===== config.mk =====
export PLATFORM = sky130hd
export DESIGN_NAME = pad_sample_ring_update_core_flat
export DESIGN_NICKNAME = d
export VERILOG_FILES = /design/src/psru_pkg.sv /design/src/psru_if.sv /design/src/pad_sample_ring_update_core.sv /design/src/flat_wrapper.sv
export SDC_FILE = /design/constraint.sdc
export NUM_CORES = 2
export LEC_CHECK = 0
export ABC_AREA = 1
export BUFFER_PORTS_ARGS = -buffer_cell sky130_fd_sc_hd__buf_4
export CAP_MARGIN = 40
export CORE_MARGIN = 5
export CORE_UTILIZATION = 55
export DETAILED_ROUTE_END_ITERATION = 6
export PLACE_DENSITY = 0.84
export SLEW_MARGIN = 10
export SYNTH_ARGS = -nofsm -noshare
export SYNTH_HDL_FRONTEND = slang
export SYNTH_SLANG_ARGS = --single-unit

===== constraint.sdc =====
create_clock -name clock -period 8.45 [get_ports clock]
set_input_delay 0.4225 -clock clock [delete_from_list [all_inputs] [get_ports clock]]
set_output_delay 0.4225 -clock clock [all_outputs]
set_load 0.03 [all_outputs]

===== src/psru_pkg.sv =====
// Shared constants and types for the pad sample ring update block.
`timescale 1ns / 1ps
package psru_pkg;

   localparam int PAD_SLOTS_DEFAULT   = 8;
   localparam int TOUCH_SLOTS_DEFAULT = 8;
   localparam int AVG_DEPTH_DEFAULT   = 3;

   localparam int PAD_W   = 32;
   localparam int STICK_W = 16;
   localparam int TOUCH_W = 16;
   localparam int SLOT_W  = 3;

   localparam logic [PAD_W-1:0] LOCAL_MASK  = 32'h0000_3FFF;
   localparam logic [PAD_W-1:0] REMOTE_MASK = 32'hF000_3FFF;

   localparam int REMOTE_TOUCH_BIT = 20;
   localparam int BIT_RIGHT        = 28;
   localparam int BIT_LEFT         = 29;
   localparam int BIT_UP           = 30;
   localparam int BIT_DOWN         = 31;

   localparam logic [32:0] RADIUS_SQ_LIMIT = 33'd1600;
   // tan 30 and tan 60 degrees, 16 fraction bits
   localparam logic [16:0] TAN30_Q16 = 17'd37837;
   localparam logic [16:0] TAN60_Q16 = 17'd113512;

   typedef struct packed {
      logic                       remote;
      logic [PAD_W-1:0]           bits;
      logic signed [STICK_W-1:0]  avg_x;
      logic signed [STICK_W-1:0]  avg_y;
      logic [SLOT_W-1:0]          pad_slot;
      logic                       pad_wrapped;
      logic [SLOT_W-1:0]          touch_slot;
      logic                       touch_wrapped;
      logic [TOUCH_W-1:0]         touch_col;
      logic [TOUCH_W-1:0]         touch_row;
      logic                       touch_valid;
   } stage_type;

   typedef struct packed {
      logic [SLOT_W-1:0]          pad_slot;
      logic [PAD_W-1:0]           pad_state;
      logic [PAD_W-1:0]           pressed_now;
      logic [PAD_W-1:0]           released_now;
      logic signed [STICK_W-1:0]  avg_x;
      logic signed [STICK_W-1:0]  avg_y;
      logic                       pad_wrapped;
      logic [SLOT_W-1:0]          touch_slot;
      logic [TOUCH_W-1:0]         touch_col;
      logic [TOUCH_W-1:0]         touch_row;
      logic                       touch_valid;
      logic                       touch_wrapped;
   } result_type;

endpackage


===== src/psru_if.sv =====
// Channel interfaces: poll tick input, ring update result, mode register write.
`timescale 1ns / 1ps
interface psru_req_if import psru_pkg::*; ();
   logic                       valid;
   logic                       ready;
   logic [PAD_W-1:0]           pad_bits;
   logic signed [STICK_W-1:0]  stick_x;
   logic signed [STICK_W-1:0]  stick_y;
   logic [TOUCH_W-1:0]         touch_x;
   logic [TOUCH_W-1:0]         touch_y;
   logic                       touch_pressed;

   modport source (output valid, pad_bits, stick_x, stick_y, touch_x, touch_y,
                   touch_pressed, input ready);
   modport sink (input valid, pad_bits, stick_x, stick_y, touch_x, touch_y,
                 touch_pressed, output ready);
endinterface

interface psru_rsp_if import psru_pkg::*; ();
   logic                       valid;
   logic                       ready;
   logic [SLOT_W-1:0]          pad_slot;
   logic [PAD_W-1:0]           pad_state;
   logic [PAD_W-1:0]           pressed_now;
   logic [PAD_W-1:0]           released_now;
   logic signed [STICK_W-1:0]  avg_x;
   logic signed [STICK_W-1:0]  avg_y;
   logic                       pad_wrapped;
   logic [SLOT_W-1:0]          touch_slot;
   logic [TOUCH_W-1:0]         touch_col;
   logic [TOUCH_W-1:0]         touch_row;
   logic                       touch_valid;
   logic                       touch_wrapped;

   modport source (output valid, pad_slot, pad_state, pressed_now, released_now, avg_x,
                   avg_y, pad_wrapped, touch_slot, touch_col, touch_row, touch_valid,
                   touch_wrapped, input ready);
   modport sink (input valid, pad_slot, pad_state, pressed_now, released_now, avg_x,
                 avg_y, pad_wrapped, touch_slot, touch_col, touch_row, touch_valid,
                 touch_wrapped, output ready);
endinterface

interface psru_csr_if ();
   logic valid;
   logic ready;
   logic remote_mode;

   modport source (output valid, remote_mode, input ready);
   modport sink (input valid, remote_mode, output ready);
endinterface


===== src/pad_sample_ring_update_core.sv =====
// Pad sample ring update: top level with stick averaging and direction decode.
`timescale 1ns / 1ps
// One poll tick per transfer on req_chan gives one result transfer on rsp_chan. A tick is
// accepted every cycle when the result side keeps up. The stick average and its reciprocal
// multiply sit before the middle register, the direction decode and change masks before the
// output register, and each result passes through both. The output register and the middle
// stage let a new tick enter while a result waits. remote_mode is written through csr_chan,
// which is always ready, and must only change while no tick is in flight. Pad and touch
// slots count modulo PAD_SLOTS and TOUCH_SLOTS and are reported in their low three bits;
// the stick average spans AVG_DEPTH samples.
module pad_sample_ring_update_core
   import psru_pkg::*;
#(
   parameter int PAD_SLOTS   = PAD_SLOTS_DEFAULT,
   parameter int TOUCH_SLOTS = TOUCH_SLOTS_DEFAULT,
   parameter int AVG_DEPTH   = AVG_DEPTH_DEFAULT
) (
   input logic         clock,
   input logic         reset,
   psru_req_if.sink    req_chan,
   psru_rsp_if.source  rsp_chan,
   psru_csr_if.sink    csr_chan
);

   localparam int HIST_LEN  = AVG_DEPTH - 1;
   localparam int DEPTH_LOG = $clog2(AVG_DEPTH);
   localparam int SUM_W     = STICK_W + DEPTH_LOG;
   localparam int SHIFT     = SUM_W + DEPTH_LOG;
   localparam int RECIP_W   = SHIFT + 1;
   localparam int PROD_W    = SUM_W + RECIP_W;
   localparam logic [RECIP_W-1:0] RECIP = RECIP_W'(((2 ** SHIFT) + AVG_DEPTH - 1) / AVG_DEPTH);
   localparam int PSLOT_W   = (PAD_SLOTS > 1) ? $clog2(PAD_SLOTS) : 1;
   localparam int TSLOT_W   = (TOUCH_SLOTS > 1) ? $clog2(TOUCH_SLOTS) : 1;

   // truncating divide by AVG_DEPTH via reciprocal multiply on the magnitude
   function automatic logic signed [STICK_W-1:0] avg_div(input logic signed [SUM_W-1:0] sum);
      logic [SUM_W-1:0]   mag;
      logic [PROD_W-1:0]  prod;
      logic [STICK_W-1:0] quo;
      mag  = sum[SUM_W-1] ? SUM_W'(-sum) : SUM_W'(sum);
      prod = PROD_W'(mag) * PROD_W'(RECIP);
      quo  = prod[SHIFT +: STICK_W];
      return sum[SUM_W-1] ? STICK_W'(-quo) : quo;
   endfunction

   logic                      remote_ff;
   logic [PSLOT_W-1:0]        pad_next_ff;
   logic [TSLOT_W-1:0]        touch_next_ff;
   logic [PAD_W-1:0]          prev_pad_ff;
   logic                      mid_valid_ff;
   stage_type                 mid_ff;
   stage_type                 mid_in;
   logic                      rsp_valid_ff;
   result_type                rsp_ff;
   result_type                rsp_in;
   logic signed [SUM_W-1:0]   hist_sum_x;
   logic signed [SUM_W-1:0]   hist_sum_y;
   logic                      req_fire;
   logic                      out_load;
   logic [STICK_W-1:0]        mag_x;
   logic [STICK_W-1:0]        mag_y;
   logic [32:0]               radius_sq;
   logic [32:0]               t30_prod;
   logic [32:0]               t60_prod;
   logic [32:0]               ay_q;
   logic [PAD_W-1:0]          dir_bits;
   logic [PAD_W-1:0]          state;

   assign out_load         = mid_valid_ff && (!rsp_valid_ff || rsp_chan.ready);
   assign req_chan.ready   = !mid_valid_ff || out_load;
   assign req_fire         = req_chan.valid && req_chan.ready;
   assign csr_chan.ready   = 1'b1;

   always_ff @(posedge clock) begin
      if (reset) begin
         remote_ff <= 1'b0;
      end else if (csr_chan.valid) begin
         remote_ff <= csr_chan.remote_mode;
      end
   end

   generate
      if (AVG_DEPTH > 1) begin : g_hist
         logic signed [STICK_W-1:0] hist_x_ff [HIST_LEN];
         logic signed [STICK_W-1:0] hist_y_ff [HIST_LEN];

         always_comb begin
            hist_sum_x = '0;
            hist_sum_y = '0;
            for (int i = 0; i < HIST_LEN; i++) begin
               hist_sum_x = hist_sum_x + SUM_W'(hist_x_ff[i]);
               hist_sum_y = hist_sum_y + SUM_W'(hist_y_ff[i]);
            end
         end

         always_ff @(posedge clock) begin
            if (reset) begin
               for (int i = 0; i < HIST_LEN; i++) begin
                  hist_x_ff[i] <= '0;
                  hist_y_ff[i] <= '0;
               end
            end else if (req_fire && !remote_ff) begin
               for (int i = 0; i < HIST_LEN - 1; i++) begin
                  hist_x_ff[i] <= hist_x_ff[i + 1];
                  hist_y_ff[i] <= hist_y_ff[i + 1];
               end
               hist_x_ff[HIST_LEN - 1] <= req_chan.stick_x;
               hist_y_ff[HIST_LEN - 1] <= req_chan.stick_y;
            end
         end
      end else begin : g_no_hist
         assign hist_sum_x = '0;
         assign hist_sum_y = '0;
      end
   endgenerate

   // first stage: mask, average, slot assignment
   always_comb begin
      mid_in.remote        = remote_ff;
      mid_in.bits          = req_chan.pad_bits & (remote_ff ? REMOTE_MASK : LOCAL_MASK);
      mid_in.avg_x         = remote_ff ? req_chan.stick_x
                                       : avg_div(SUM_W'(req_chan.stick_x) + hist_sum_x);
      mid_in.avg_y         = remote_ff ? req_chan.stick_y
                                       : avg_div(SUM_W'(req_chan.stick_y) + hist_sum_y);
      mid_in.pad_slot      = SLOT_W'(pad_next_ff);
      mid_in.pad_wrapped   = (pad_next_ff == '0);
      mid_in.touch_slot    = SLOT_W'(touch_next_ff);
      mid_in.touch_wrapped = (touch_next_ff == '0);
      mid_in.touch_col     = req_chan.touch_x;
      mid_in.touch_row     = req_chan.touch_y;
      mid_in.touch_valid   = remote_ff ? req_chan.pad_bits[REMOTE_TOUCH_BIT]
                                       : req_chan.touch_pressed;
   end

   always_ff @(posedge clock) begin
      if (reset) begin
         pad_next_ff   <= '0;
         touch_next_ff <= '0;
         mid_valid_ff  <= 1'b0;
      end else begin
         if (req_fire) begin
            pad_next_ff   <= (pad_next_ff == PSLOT_W'(PAD_SLOTS - 1)) ? '0
                                                                     : pad_next_ff + PSLOT_W'(1);
            touch_next_ff <= (touch_next_ff == TSLOT_W'(TOUCH_SLOTS - 1)) ? '0
                                                               : touch_next_ff + TSLOT_W'(1);
            mid_valid_ff  <= 1'b1;
         end else if (out_load) begin
            mid_valid_ff  <= 1'b0;
         end
      end
   end

   always_ff @(posedge clock) begin
      if (req_fire) begin
         mid_ff <= mid_in;
      end
   end

   // second stage: direction decode and change masks
   always_comb begin
      mag_x     = mid_ff.avg_x[STICK_W-1] ? STICK_W'(-mid_ff.avg_x) : STICK_W'(mid_ff.avg_x);
      mag_y     = mid_ff.avg_y[STICK_W-1] ? STICK_W'(-mid_ff.avg_y) : STICK_W'(mid_ff.avg_y);
      radius_sq = 33'(32'(mag_x) * 32'(mag_x)) + 33'(32'(mag_y) * 32'(mag_y));
      ay_q      = {1'b0, mag_y, 16'b0};
      t30_prod  = 33'(TAN30_Q16) * 33'(mag_x);
      t60_prod  = 33'(TAN60_Q16) * 33'(mag_x);
      dir_bits  = '0;
      if (!mid_ff.remote && radius_sq > RADIUS_SQ_LIMIT) begin
         if (mag_x != '0 && ay_q < t60_prod) begin
            if (mid_ff.avg_x > 0) begin
               dir_bits[BIT_RIGHT] = 1'b1;
            end else begin
               dir_bits[BIT_LEFT] = 1'b1;
            end
         end
         if (mag_x == '0 || ay_q > t30_prod) begin
            if (mid_ff.avg_y > 0) begin
               dir_bits[BIT_UP] = 1'b1;
            end else begin
               dir_bits[BIT_DOWN] = 1'b1;
            end
         end
      end
      state = mid_ff.bits | dir_bits;

      rsp_in.pad_slot      = mid_ff.pad_slot;
      rsp_in.pad_state     = state;
      rsp_in.pressed_now   = state & ~prev_pad_ff;
      rsp_in.released_now  = prev_pad_ff & ~state;
      rsp_in.avg_x         = mid_ff.avg_x;
      rsp_in.avg_y         = mid_ff.avg_y;
      rsp_in.pad_wrapped   = mid_ff.pad_wrapped;
      rsp_in.touch_slot    = mid_ff.touch_slot;
      rsp_in.touch_col     = mid_ff.touch_col;
      rsp_in.touch_row     = mid_ff.touch_row;
      rsp_in.touch_valid   = mid_ff.touch_valid;
      rsp_in.touch_wrapped = mid_ff.touch_wrapped;
   end

   always_ff @(posedge clock) begin
      if (reset) begin
         prev_pad_ff  <= '0;
         rsp_valid_ff <= 1'b0;
      end else begin
         if (out_load) begin
            prev_pad_ff  <= state;
            rsp_valid_ff <= 1'b1;
         end else if (rsp_chan.ready) begin
            rsp_valid_ff <= 1'b0;
         end
      end
   end

   always_ff @(posedge clock) begin
      if (out_load) begin
         rsp_ff <= rsp_in;
      end
   end

   assign rsp_chan.valid         = rsp_valid_ff;
   assign rsp_chan.pad_slot      = rsp_ff.pad_slot;
   assign rsp_chan.pad_state     = rsp_ff.pad_state;
   assign rsp_chan.pressed_now   = rsp_ff.pressed_now;
   assign rsp_chan.released_now  = rsp_ff.released_now;
   assign rsp_chan.avg_x         = rsp_ff.avg_x;
   assign rsp_chan.avg_y         = rsp_ff.avg_y;
   assign rsp_chan.pad_wrapped   = rsp_ff.pad_wrapped;
   assign rsp_chan.touch_slot    = rsp_ff.touch_slot;
   assign rsp_chan.touch_col     = rsp_ff.touch_col;
   assign rsp_chan.touch_row     = rsp_ff.touch_row;
   assign rsp_chan.touch_valid   = rsp_ff.touch_valid;
   assign rsp_chan.touch_wrapped = rsp_ff.touch_wrapped;

endmodule


===== src/flat_wrapper.sv =====
// flat-port wrapper written by rule: the top's interface ports become plain ports
module pad_sample_ring_update_core_flat import psru_pkg::*;
#(
   parameter int PAD_SLOTS   = PAD_SLOTS_DEFAULT,
   parameter int TOUCH_SLOTS = TOUCH_SLOTS_DEFAULT,
   parameter int AVG_DEPTH   = AVG_DEPTH_DEFAULT
)
  (clock, reset, req_chan_valid, req_chan_pad_bits, req_chan_stick_x, req_chan_stick_y, req_chan_touch_x, req_chan_touch_y, req_chan_touch_pressed, req_chan_ready, rsp_chan_valid, rsp_chan_pad_slot, rsp_chan_pad_state, rsp_chan_pressed_now, rsp_chan_released_now, rsp_chan_avg_x, rsp_chan_avg_y, rsp_chan_pad_wrapped, rsp_chan_touch_slot, rsp_chan_touch_col, rsp_chan_touch_row, rsp_chan_touch_valid, rsp_chan_touch_wrapped, rsp_chan_ready, csr_chan_valid, csr_chan_remote_mode, csr_chan_ready);
  psru_req_if req_chan_i ();
  psru_rsp_if rsp_chan_i ();
  psru_csr_if csr_chan_i ();
  input logic clock;
  input logic reset;
  input wire logic [$bits(req_chan_i.valid)-1:0] req_chan_valid;
  input wire logic [$bits(req_chan_i.pad_bits)-1:0] req_chan_pad_bits;
  input wire logic [$bits(req_chan_i.stick_x)-1:0] req_chan_stick_x;
  input wire logic [$bits(req_chan_i.stick_y)-1:0] req_chan_stick_y;
  input wire logic [$bits(req_chan_i.touch_x)-1:0] req_chan_touch_x;
  input wire logic [$bits(req_chan_i.touch_y)-1:0] req_chan_touch_y;
  input wire logic [$bits(req_chan_i.touch_pressed)-1:0] req_chan_touch_pressed;
  output wire logic [$bits(req_chan_i.ready)-1:0] req_chan_ready;
  output wire logic [$bits(rsp_chan_i.valid)-1:0] rsp_chan_valid;
  output wire logic [$bits(rsp_chan_i.pad_slot)-1:0] rsp_chan_pad_slot;
  output wire logic [$bits(rsp_chan_i.pad_state)-1:0] rsp_chan_pad_state;
  output wire logic [$bits(rsp_chan_i.pressed_now)-1:0] rsp_chan_pressed_now;
  output wire logic [$bits(rsp_chan_i.released_now)-1:0] rsp_chan_released_now;
  output wire logic [$bits(rsp_chan_i.avg_x)-1:0] rsp_chan_avg_x;
  output wire logic [$bits(rsp_chan_i.avg_y)-1:0] rsp_chan_avg_y;
  output wire logic [$bits(rsp_chan_i.pad_wrapped)-1:0] rsp_chan_pad_wrapped;
  output wire logic [$bits(rsp_chan_i.touch_slot)-1:0] rsp_chan_touch_slot;
  output wire logic [$bits(rsp_chan_i.touch_col)-1:0] rsp_chan_touch_col;
  output wire logic [$bits(rsp_chan_i.touch_row)-1:0] rsp_chan_touch_row;
  output wire logic [$bits(rsp_chan_i.touch_valid)-1:0] rsp_chan_touch_valid;
  output wire logic [$bits(rsp_chan_i.touch_wrapped)-1:0] rsp_chan_touch_wrapped;
  input wire logic [$bits(rsp_chan_i.ready)-1:0] rsp_chan_ready;
  input wire logic [$bits(csr_chan_i.valid)-1:0] csr_chan_valid;
  input wire logic [$bits(csr_chan_i.remote_mode)-1:0] csr_chan_remote_mode;
  output wire logic [$bits(csr_chan_i.ready)-1:0] csr_chan_ready;
  assign req_chan_i.valid = req_chan_valid;
  assign req_chan_i.pad_bits = req_chan_pad_bits;
  assign req_chan_i.stick_x = req_chan_stick_x;
  assign req_chan_i.stick_y = req_chan_stick_y;
  assign req_chan_i.touch_x = req_chan_touch_x;
  assign req_chan_i.touch_y = req_chan_touch_y;
  assign req_chan_i.touch_pressed = req_chan_touch_pressed;
  assign req_chan_ready = req_chan_i.ready;
  assign rsp_chan_valid = rsp_chan_i.valid;
  assign rsp_chan_pad_slot = rsp_chan_i.pad_slot;
  assign rsp_chan_pad_state = rsp_chan_i.pad_state;
  assign rsp_chan_pressed_now = rsp_chan_i.pressed_now;
  assign rsp_chan_released_now = rsp_chan_i.released_now;
  assign rsp_chan_avg_x = rsp_chan_i.avg_x;
  assign rsp_chan_avg_y = rsp_chan_i.avg_y;
  assign rsp_chan_pad_wrapped = rsp_chan_i.pad_wrapped;
  assign rsp_chan_touch_slot = rsp_chan_i.touch_slot;
  assign rsp_chan_touch_col = rsp_chan_i.touch_col;
  assign rsp_chan_touch_row = rsp_chan_i.touch_row;
  assign rsp_chan_touch_valid = rsp_chan_i.touch_valid;
  assign rsp_chan_touch_wrapped = rsp_chan_i.touch_wrapped;
  assign rsp_chan_i.ready = rsp_chan_ready;
  assign csr_chan_i.valid = csr_chan_valid;
  assign csr_chan_i.remote_mode = csr_chan_remote_mode;
  assign csr_chan_ready = csr_chan_i.ready;
  pad_sample_ring_update_core #(.PAD_SLOTS(PAD_SLOTS), .TOUCH_SLOTS(TOUCH_SLOTS), .AVG_DEPTH(AVG_DEPTH)) u_core (.clock(clock), .reset(reset), .req_chan(req_chan_i), .rsp_chan(rsp_chan_i), .csr_chan(csr_chan_i));
endmodule

==> run_results.csv <==
group,metric,value,unit
synthesis,synthAdderAreaFrac,48.6,%
finish,stdcell_count,8620,
synthesis,synth_top_family_by_area,"adder cells",
placement,portBuffers,218,
setup_path,cpMaxStageDelayCell,"fa_1",
timing,slew_violations,0,
floorplanning,die_w,325,µm
setup_path,r2r_slack,-0.41,ns
synthesis,syn-instance-count,6307,
clock_tree,holdBufCountCts,0,
setup_path,reg2regPathDepth,44,
synthesis,synth-xor-area-share,2.26,%
grt,grt.busiest_layer,"met2",
timing,finalHoldViolations,0,
placement,numPlacedInstances,8453,
drt,drt_iter0_markers,4071,
hold_path,hold_path_depth,1,
timing,max_freq,113,MHz
clock_tree,clkLatencyLatePin,0.57,ns
floorplanning,floorplan.initialDensity,55.5,%
synthesis,synthMuxAreaShare,0,%
grt,grt.met2_usage,52.5,%
run_status,violations,"negative setup slack",
setup_path,cp_top_family,"adder cells",
grt,use_met1,37.3,%
grt,grt_pass1_vias,48571,
clock_tree,h-tree-depth,2,
synthesis,ys_warn_count,0,
timing,worst_pin_slew,0.981,ns
timing,slew-limit-headroom,33.9,%
grt,grt_overflow_total,0,
grt,grt_max_degree,65,
synthesis,syn-cell-area,54700,µm²
clock_tree,cts_made_buffers,35,
timing,fin_crit,8.86,ns
grt,grt_util_met3,5.09,%
setup_path,r2r-start,"u_core.mid_ff[57]",
synthesis,synth_cell_type_count,66,
clock_tree,clock_sinks,310,
drt,num_vias,46912,
clock_tree,cts_tree,"yes",
hold_path,min_from,"req_chan_touch_y[0]",
hold_path,hold_class,"in2reg",
floorplanning,die_area,106000,µm²
run,maxCapViolCount,0,
setup_path,crit_buf_inv,12,
setup_path,worstSetupPathType,"reg2reg",
finish,syn_to_final_growth,25.6,%
timing,rsz0062_at_grt,"true",
floorplanning,core,98600,µm²
drt,ant_nets,0,
drt,dr.pass1.iters,6,
drt,drt-wirelength-per-cell,20.2,µm
run_status,status,"finished, violations left",
setup_path,startpoint_type,"register",
timing,worst_slack,-0.414,ns
setup_path,crit_fanout,5,
drt,vias_per_cell,5.44,
synthesis,ys_ff_latch,310,
finish,num-fill-cells,6799,
setup_path,crit_top_cell,"fa_1",
floorplanning,rows,115,
setup_path,crit_required,8.79,ns
clock_tree,clk_path_buf_depth,3,
synthesis,synth-simple-area-share,15.1,%
timing,setup_viol,33,
setup_path,r2r-end,"u_core.rsp_chan.released_now[28]",
timing,fin_skew,0.0235,ns
finish,finalNetCount,9041,
grt,grt_pass1_wl,255,mm
floorplanning,die_y,325,µm
floorplanning,ioPinCount,275,
clock_tree,cts_root_buf,"clkbuf_16",
synthesis,avgSynthCellArea,8.68,µm²
drt,routed_wl,174,mm
drt,drc_errors,0,
placement,gp_congestion,0.984,
clock_tree,clk_pin_slew,0.08,ns
finish,seq_area,9040,µm²
finish,drive_gt1_share,25.6,%
grt,antenna_found_initial,5,
hold_path,whs_endpoint,"u_core.mid_ff[1]",
setup_path,crit_arrival,9.20,ns
grt,grt_usage,30.5,%
setup_path,crit_path_end_kind,"register",
synthesis,synth_compound_area_share,4.38,%
timing,fin_crit_sh,105,%
synthesis,synth_sequential_area_ratio,16.5,%
placement,hpwl,138,mm
finish,multi_input_area,42500,µm²
setup_path,cpPeakStageDelay,0.58,ns
timing,setup_tns,-6.11,ns
[logic make-up after synthesis]
| logic type | count (synthesis) |
|---|---|
| AO/OA/AOI/OAI | 429 |
| buffers and inverters | 1857 |
| AND/OR/NAND/NOR | 1938 |
| XOR/XNOR | 136 |
| adder cells (fa/ha/maj) | 1635 |
| flip-flops | 310 |
| other | 2 |
[cells in the mapped netlist (all sizes together)]
cell / count / share of area (%)
o221ai: 1 / 0.016
nand4: 53 / 0.61
conb: 2 / 0.014
a31o: 3 / 0.048
o21ai: 146 / 1.4
and3: 6 / 0.069
a211oi: 6 / 0.082
nor3: 42 / 0.51
nor2: 518 / 3.7
a21boi: 5 / 0.075
nor4: 9 / 0.14
inv: 1760 / 12
o2111ai: 2 / 0.032
o211ai: 5 / 0.069
clkinv: 8 / 0.055
nand3: 219 / 2.1
nand2b: 1 / 0.011
edfxtp: 283 / 16
ha: 815 / 19
a211o: 1 / 0.016
dfxtp: 27 / 0.99
or2: 18 / 0.21
fa: 820 / 30
a31oi: 8 / 0.091
o21a: 8 / 0.11
o31ai: 4 / 0.064
and2: 9 / 0.10
xor2: 96 / 1.6
nand2: 1034 / 7.3
or3: 3 / 0.034
xnor2: 40 / 0.67
nor3b: 1 / 0.014
a21o: 13 / 0.18
nand3b: 25 / 0.34
a21oi: 208 / 2.0
clkbuf: 34 / 0.23
o221a: 1 / 0.021
a2111oi: 2 / 0.032
buf: 55 / 0.72
o21bai: 16 / 0.22
[worst max path at each step]
stage	slack [ns]	start	depth (start not counted)	to
after CTS	-0.28	u_core.mid_ff[57]	46	u_core.prev_pad_ff[31]
after detailed placement	-0.58	u_core.mid_ff[57]	41	u_core.rsp_chan.released_now[30]
after floorplan	-0.01	u_core.mid_ff[57]	44	u_core.prev_pad_ff[30]
after global placement	-0.38	u_core.mid_ff[57]	46	u_core.rsp_chan.released_now[30]
final	-0.41	u_core.mid_ff[57]	44	u_core.rsp_chan.released_now[28]
after global routing	-0.78	u_core.mid_ff[57]	50	u_core.prev_pad_ff[31]
[timing repair]
action | in CTS | in global routing
gates resized for setup | 173 | 629
endpoints found under the setup margin | 28 | 46
pin swaps | 123 | 324
gates cloned | 1 | 0
setup buffers | 19 | 83
[cells in the final DEF (no fill, tap or decap), types with 64 or more instances in the layout]
cell type,instances
o21ai_0,87
inv_1,1628
conb_1,64
inv_2,117
fa_1,788
a21oi_1,156
xor2_1,74
edfxtp_1,283
buf_4,939
nand3_1,164
nor2_2,65
ha_4,101
nand2_2,162
nand2_1,830
nor2_1,394
ha_1,703
[state kept, by name, indices dropped and copies added, names as in the netlist, 16 cells and up]
register,count
u_core.g_hist.hist_x_ff,32
u_core.g_hist.hist_y_ff,32
u_core.mid_ff,92
u_core.prev_pad_ff,18
u_core.rsp_chan.avg_x,16
u_core.rsp_chan.avg_y,16
u_core.rsp_chan.pad_state,18
u_core.rsp_chan.pressed_now,18
u_core.rsp_chan.released_now,18
u_core.rsp_chan.touch_col,16
u_core.rsp_chan.touch_row,16
[routing by layer]
metal	up-vias	part of all wire (%)
met2	2298	49
met1	22766	36
met4	2	6.8
met5	-	0.0040
met3	737	8.4
li1	21109	-
[worst reg2reg max path: cells and delay by family (launching register included)]
family                     cells  cell delay (ns)
and+or+nand+nor               21             2.34
AOI/OAI and AO/OA              1             0.12
DFF                            1             0.52
adders and majority gates     10             4.57
buffers and inverters         12             1.09
[layout make-up]
cell class / instances / area share, %
clock inverter: 19 / 0.333
antenna: 3 / 0.0109
tap: 1287 / 2.34
inverter: 1768 / 9.79
timing repair inverter: 1 / 0.0127
sequential: 310 / 13.2
clock buffer: 45 / 1.34
multi-input combinational: 4202 / 61.8
timing repair buffer: 985 / 11.2
[per-stage QoR]
step / util, % / hold slack (ns) / cell area (µm²) / setup WS, ns
finish: 69.7 / 0.0299 / 68700 / -0.414
global route: 69.7 / 0.0115 / 68700 / -0.785
CTS: 66.3 / 0.0127 / 65400 / -0.282
detailed placement: 64.3 / 0.405 / 63400 / -0.576
global placement: 64.3 / 0.400 / 63300 / -0.381
floorplan: - / 0.400 / 55500 / -0.0136
Power is left out: the tool's default activity adds up to more than one toggle a clock period on the data nets, which glitch-free logic cannot reach.
